--- src/hdl/mft_regs.sv ---
// APB-style configuration registers: aging enable and aging threshold.
// Depends on nothing but the clock and reset.
`default_nettype none
module mft_regs (
  input  wire logic        clk,
  input  wire logic        rst_n,
  input  wire logic        cfg_psel,
  input  wire logic        cfg_penable,
  input  wire logic        cfg_pwrite,
  input  wire logic [2:0]  cfg_paddr,
  input  wire logic [31:0] cfg_pwdata,
  output logic [31:0]      cfg_prdata,
  output logic             cfg_pready,
  output logic             aging_enable,
  output logic [31:0]      aging_threshold
);
  localparam logic [2:0] ADDR_ENABLE = 3'd0;
  localparam logic [2:0] ADDR_THRESH = 3'd4;

  logic        en_r;
  logic [31:0] thr_r;
  logic        wr;

  assign cfg_pready = 1'b1;
  assign wr = cfg_psel && cfg_penable && cfg_pwrite;

  // write registers on the access cycle
  always_ff @(posedge clk) begin
    if (!rst_n) begin
      en_r  <= 1'b0;
      thr_r <= '0;
    end else if (wr) begin
      if (cfg_paddr == ADDR_ENABLE) en_r <= cfg_pwdata[0];
      if (cfg_paddr == ADDR_THRESH) thr_r <= cfg_pwdata;
    end
  end

  // read back
  always_comb begin
    case (cfg_paddr)
      ADDR_ENABLE: cfg_prdata = {31'd0, en_r};
      ADDR_THRESH: cfg_prdata = thr_r;
      default:     cfg_prdata = '0;
    endcase
  end

  assign aging_enable    = en_r;
  assign aging_threshold = thr_r;
endmodule
`default_nettype wire

--- config.mk ---
export PLATFORM = sky130hd
export DESIGN_NAME = mft_regs
export DESIGN_NICKNAME = d
export VERILOG_FILES = /design/src/hdl/mft_regs.sv
export SDC_FILE = /design/constraint.sdc
export NUM_CORES = 1
export LEC_CHECK = 0
export CAP_MARGIN = 20
export CORE_MARGIN = 2
export CORE_UTILIZATION = 60
export CTS_BUF_LIST = sky130_fd_sc_hd__clkbuf_8
export DETAILED_ROUTE_END_ITERATION = 8
export DONT_BUFFER_PORTS = 1
export MAX_ROUTING_LAYER = met4
export PLACE_DENSITY = 0.76
export SKIP_LAST_GASP = 1
export SYNTH_ARGS = -nofsm -noshare
export SYNTH_HDL_FRONTEND = slang
export SYNTH_SLANG_ARGS = --single-unit
--- constraint.sdc ---
create_clock -name clk -period 2.6 [get_ports clk]
set_input_delay 0.52 -clock clk [delete_from_list [all_inputs] [get_ports clk]]
set_output_delay 0.52 -clock clk [all_outputs]
set_load 0.05 [all_outputs]
# Word level (Yosys, flattened, before mapping)
# Cells that the tools add are included.
dict set report op_classes {
  n_reduce_logical 5
  n_eq_ne 1
  mux 1
}
# operator count
set op_table {}
lappend op_table {{32-bit one-hot mux with 2 select lines} 1}
lappend op_table {{2-bit AND reduction} 2}
lappend op_table {{3-bit == test, second input constant} 1}
lappend op_table {{3-bit zero test} 1}
lappend op_table {{1-bit logical AND} 2}
dict set report word_totals {
  out_inout_bits 66
  regBits 33
  elab_cells 9
  inputBits 40
}

# Longest topological paths before layout
dict set report logic_depth {
  ltp_word 3
  mapped_depth 4
  depth_no_buf 3
}

# Least setup slack after synthesis
# No wires, ideal clock.
dict set report synth_timing {
  kind {reg2out}
  startpoint {register thr_r[0] (netlist: aging_threshold[0])}
  endpoint {output port cfg_prdata[0]}
  stages_incl_launch_ff 3
  n_path_buf 0
  slack_ns 0.248
  arrival_ns 1.832
  required_time_ns 2.080
  cell_sequence {dfxtp_1 -> mux2i_1 -> nor3_1}
}
dict set report synth_via {
  elab_chain_cells 1
}
# element line_no
set synth_lines {}
lappend synth_lines {{start: declaration} 21} ;# logic [31:0] thr_r;
lappend synth_lines {{start signal: assignment} 34} ;# if (cfg_paddr == ADDR_THRESH) thr_r <= cfg_pwdata;
lappend synth_lines {{32-bit one-hot mux with 2 select lines} 40} ;# case (cfg_paddr)
lappend synth_lines {{end: declaration} 12} ;# output logic [31:0] cfg_prdata,
# Every way passes these cells.

# Worst setup path in the final report
# Same ends and word-level chain as after synthesis.

==> run_results.csv <==
group,metric,value,unit
timing,period_minus_slack,2000,ps
place,dpl.hpwl,3.04,mm
timing,final-hold-violation-count,0,
timing,slew_headroom,0.628,
layout,area_growth_syn_to_layout,42.5,%
global_route,grt.overflow.total,0,
worst_setup_path,crit_required,2080,ps
route,drt-total-wl,4.03,mm
timing,rsz0062_at_grt,"no",
clock_network,postCtsHoldBufs,0,
worst_setup_path,slowest_stage,"dfxtp_1",
clock_network,cts_buffer_depth,2,
floorplan,die-area,3090,µm²
timing,slew_viol_final,0,
run,cap_violations,0,
pwr,p_leak,0.866,nW
global_route,grtUsageTotal,0.276,
timing,clock.fmax,500,MHz
route,firstDrtPassIters,4,
layout,num_antenna_cells,0,
worst_setup_path,worstSetupEndpointType,"primary output",
outcome,status,"finished clean",
route,wire_per_inst,16.6,µm
timing,setup_violations,0,
place,io_buffers,0,
synthesis,synthesis.area,1590,µm²
worst_setup_path,worstPathMaxFanout,3,
worst_setup_path,critPathMaxStageDelay,650,ps
timing,finClkSkew,0,ps
clock_network,cts-resized-gates,0,
place,dp_worst_setup_slack,741,ps
route,drc,0,
synthesis,syn_inst,184,
clock_network,cts_tree,"yes",
clock_network,cts_setup_buffers,0,
synthesis,syn_nets,224,
pwr,vdd_drop_max,0.442,mV
worst_setup_path,crit_type,"reg2out",
timing,fin_ws,600,ps
layout,final_layout_size_suffix_gt1_frac,0.202,
synthesis,ys_warn_count,0,
route,drtAntennaViolNets,0,
floorplan,num_rows,18,
global_route,grt_pass1_vias,1390,
synthesis,ys_seq_area_frac,0.414,
floorplan,start_util,0.638,
synthesis,synth.distinct_cells,15,
place,place_congestion,0.761,
floorplan,die_y,55.5,µm
clock_network,cts-buffers-inserted,5,
clock_network,clk_pin_slew,60,ps
synthesis,synth_seq_cells,33,
route,vias_per_cell,5.50,
worst_setup_path,startpoint_type,"flip-flop",
global_route,antenna_found_initial,0,
worst_setup_path,path_cells,"mux2i_1 -> nor3_1 -> buf_4",
global_route,grt_max_degree,66,
clock_network,ctsHtreeMaxLevel,2,
floorplan,die_w,55.5,µm
pwr,power_density,404,nW/µm²
route,vias,1337,
timing,fin_crit_sh,0.769,
clock_network,clk_latency,280,ps
worst_setup_path,cp.arrival,1480,ps
floorplan,pin_count,106,
layout,nets,252,
floorplan,design.core.area,2500,µm²
clock_network,cts.sinks,33,
timing,setup_tns,0,ps
worst_hold_path,hold_path.class,"in2reg",
route,drt_iter0_drc,37,
global_route,grt_pass1_wl,6.48,mm
synthesis,synth.avg_cell_area,8.66,µm²
clock_network,root_buffer,"clkbuf_8",
timing,worst_pin_slew,558,ps
[flip-flops by register name, indices dropped and copies added (netlist names)]
name             flops
aging_threshold     32
aging_enable         1
[cells in the final DEF, fill, tap and decap left out]
cell      synthesis  layout
buf_4             1       4
clkbuf_8          0       5
nand2_1          65      65
dfxtp_1          33      33
mux2i_1          34      34
and2_1           31      31
nand4_2           1       1
buf_12            0      31
conb_1            1       1
nand4b_1          1       1
nor3_4            1       1
nor3b_2           1       1
nor3_1            2       2
inv_1             0       3
[final cells by class]
cell class,instances,area (µm²)
well taps,30,37.5
multi-input cells,137,842
clock inverters,3,11.3
clock buffers,5,68.8
flip-flops and latches,33,661
fillers,108,229
repair buffers,35,651
[worst max-delay path: cells and delay by family (launching register included)]
family        cells  cell delay [ps]
flops             1              650
buf+inv           1              230
mux               1              160
simple gates      1              160
[worst paths after layout]
kind / startpoint / end / slack, ps / depth (start not counted)
setup / recovery: aging_threshold[0] / cfg_prdata[0] / 600 / 3
hold / removal: cfg_pwdata[7] / aging_threshold[7] / 380 / 2
setup reg to reg: aging_threshold[15] / aging_threshold[15] / 1580 / 2
hold reg to reg: aging_threshold[17] / aging_threshold[17] / 670 / 3
[per-stage QoR]
step                power [mW]  utilization  instances  area, µm²  hold WS (ps)
floorplan                0.580            -        184       1590           662
global placement         0.572        0.876        235       2190           639
detailed placement       0.575        0.876        235       2190           655
CTS                      0.921        0.908        243       2270           372
global route             0.944        0.908        243       2270           374
finish                   0.917        0.908        243       2270           375
[where the power goes]
| part | internal (mW) | switching, mW | total (mW) |
|---|---|---|---|
| registers | 0.509 | 0.0158 | 0.525 |
| logic | 0.0156 | 0.0229 | 0.0384 |
| clock network | 0.178 | 0.175 | 0.353 |
[cells in the mapped netlist]
cell | n | area [µm²]
and2_1 | 31 | 194
buf_1 | 3 | 11.3
buf_2 | 1 | 5.00
buf_4 | 1 | 7.51
buf_8 | 3 | 45.0
clkbuf_1 | 6 | 22.5
conb_1 | 1 | 3.75
dfxtp_1 | 33 | 661
mux2i_1 | 34 | 340
nand2_1 | 65 | 244
nand4_2 | 1 | 12.5
nand4b_1 | 1 | 8.76
nor3_1 | 2 | 10.0
nor3_4 | 1 | 16.3
nor3b_2 | 1 | 12.5
[metal layers]
layer | vias to the layer above | track usage | share of wire
li1 | 638 | - | -
met5 | - | - | 0
met1 | 617 | 0.285 | 0.36
met4 | 0 | 0.108 | 0.024
met2 | 71 | 0.473 | 0.52
met3 | 11 | 0.105 | 0.092
[logic make-up (layout without fill, tap and decap cells)]
family,count (synthesis),count (layout),synth area share
AND/OR/NAND/NOR,102,102,0.312
buffers and inverters,14,43,0.0573
flip-flops,33,33,0.414
multiplexers,34,34,0.214
other,1,1,0.00235
No activity file was read; power rests on OpenSTA's default activity.
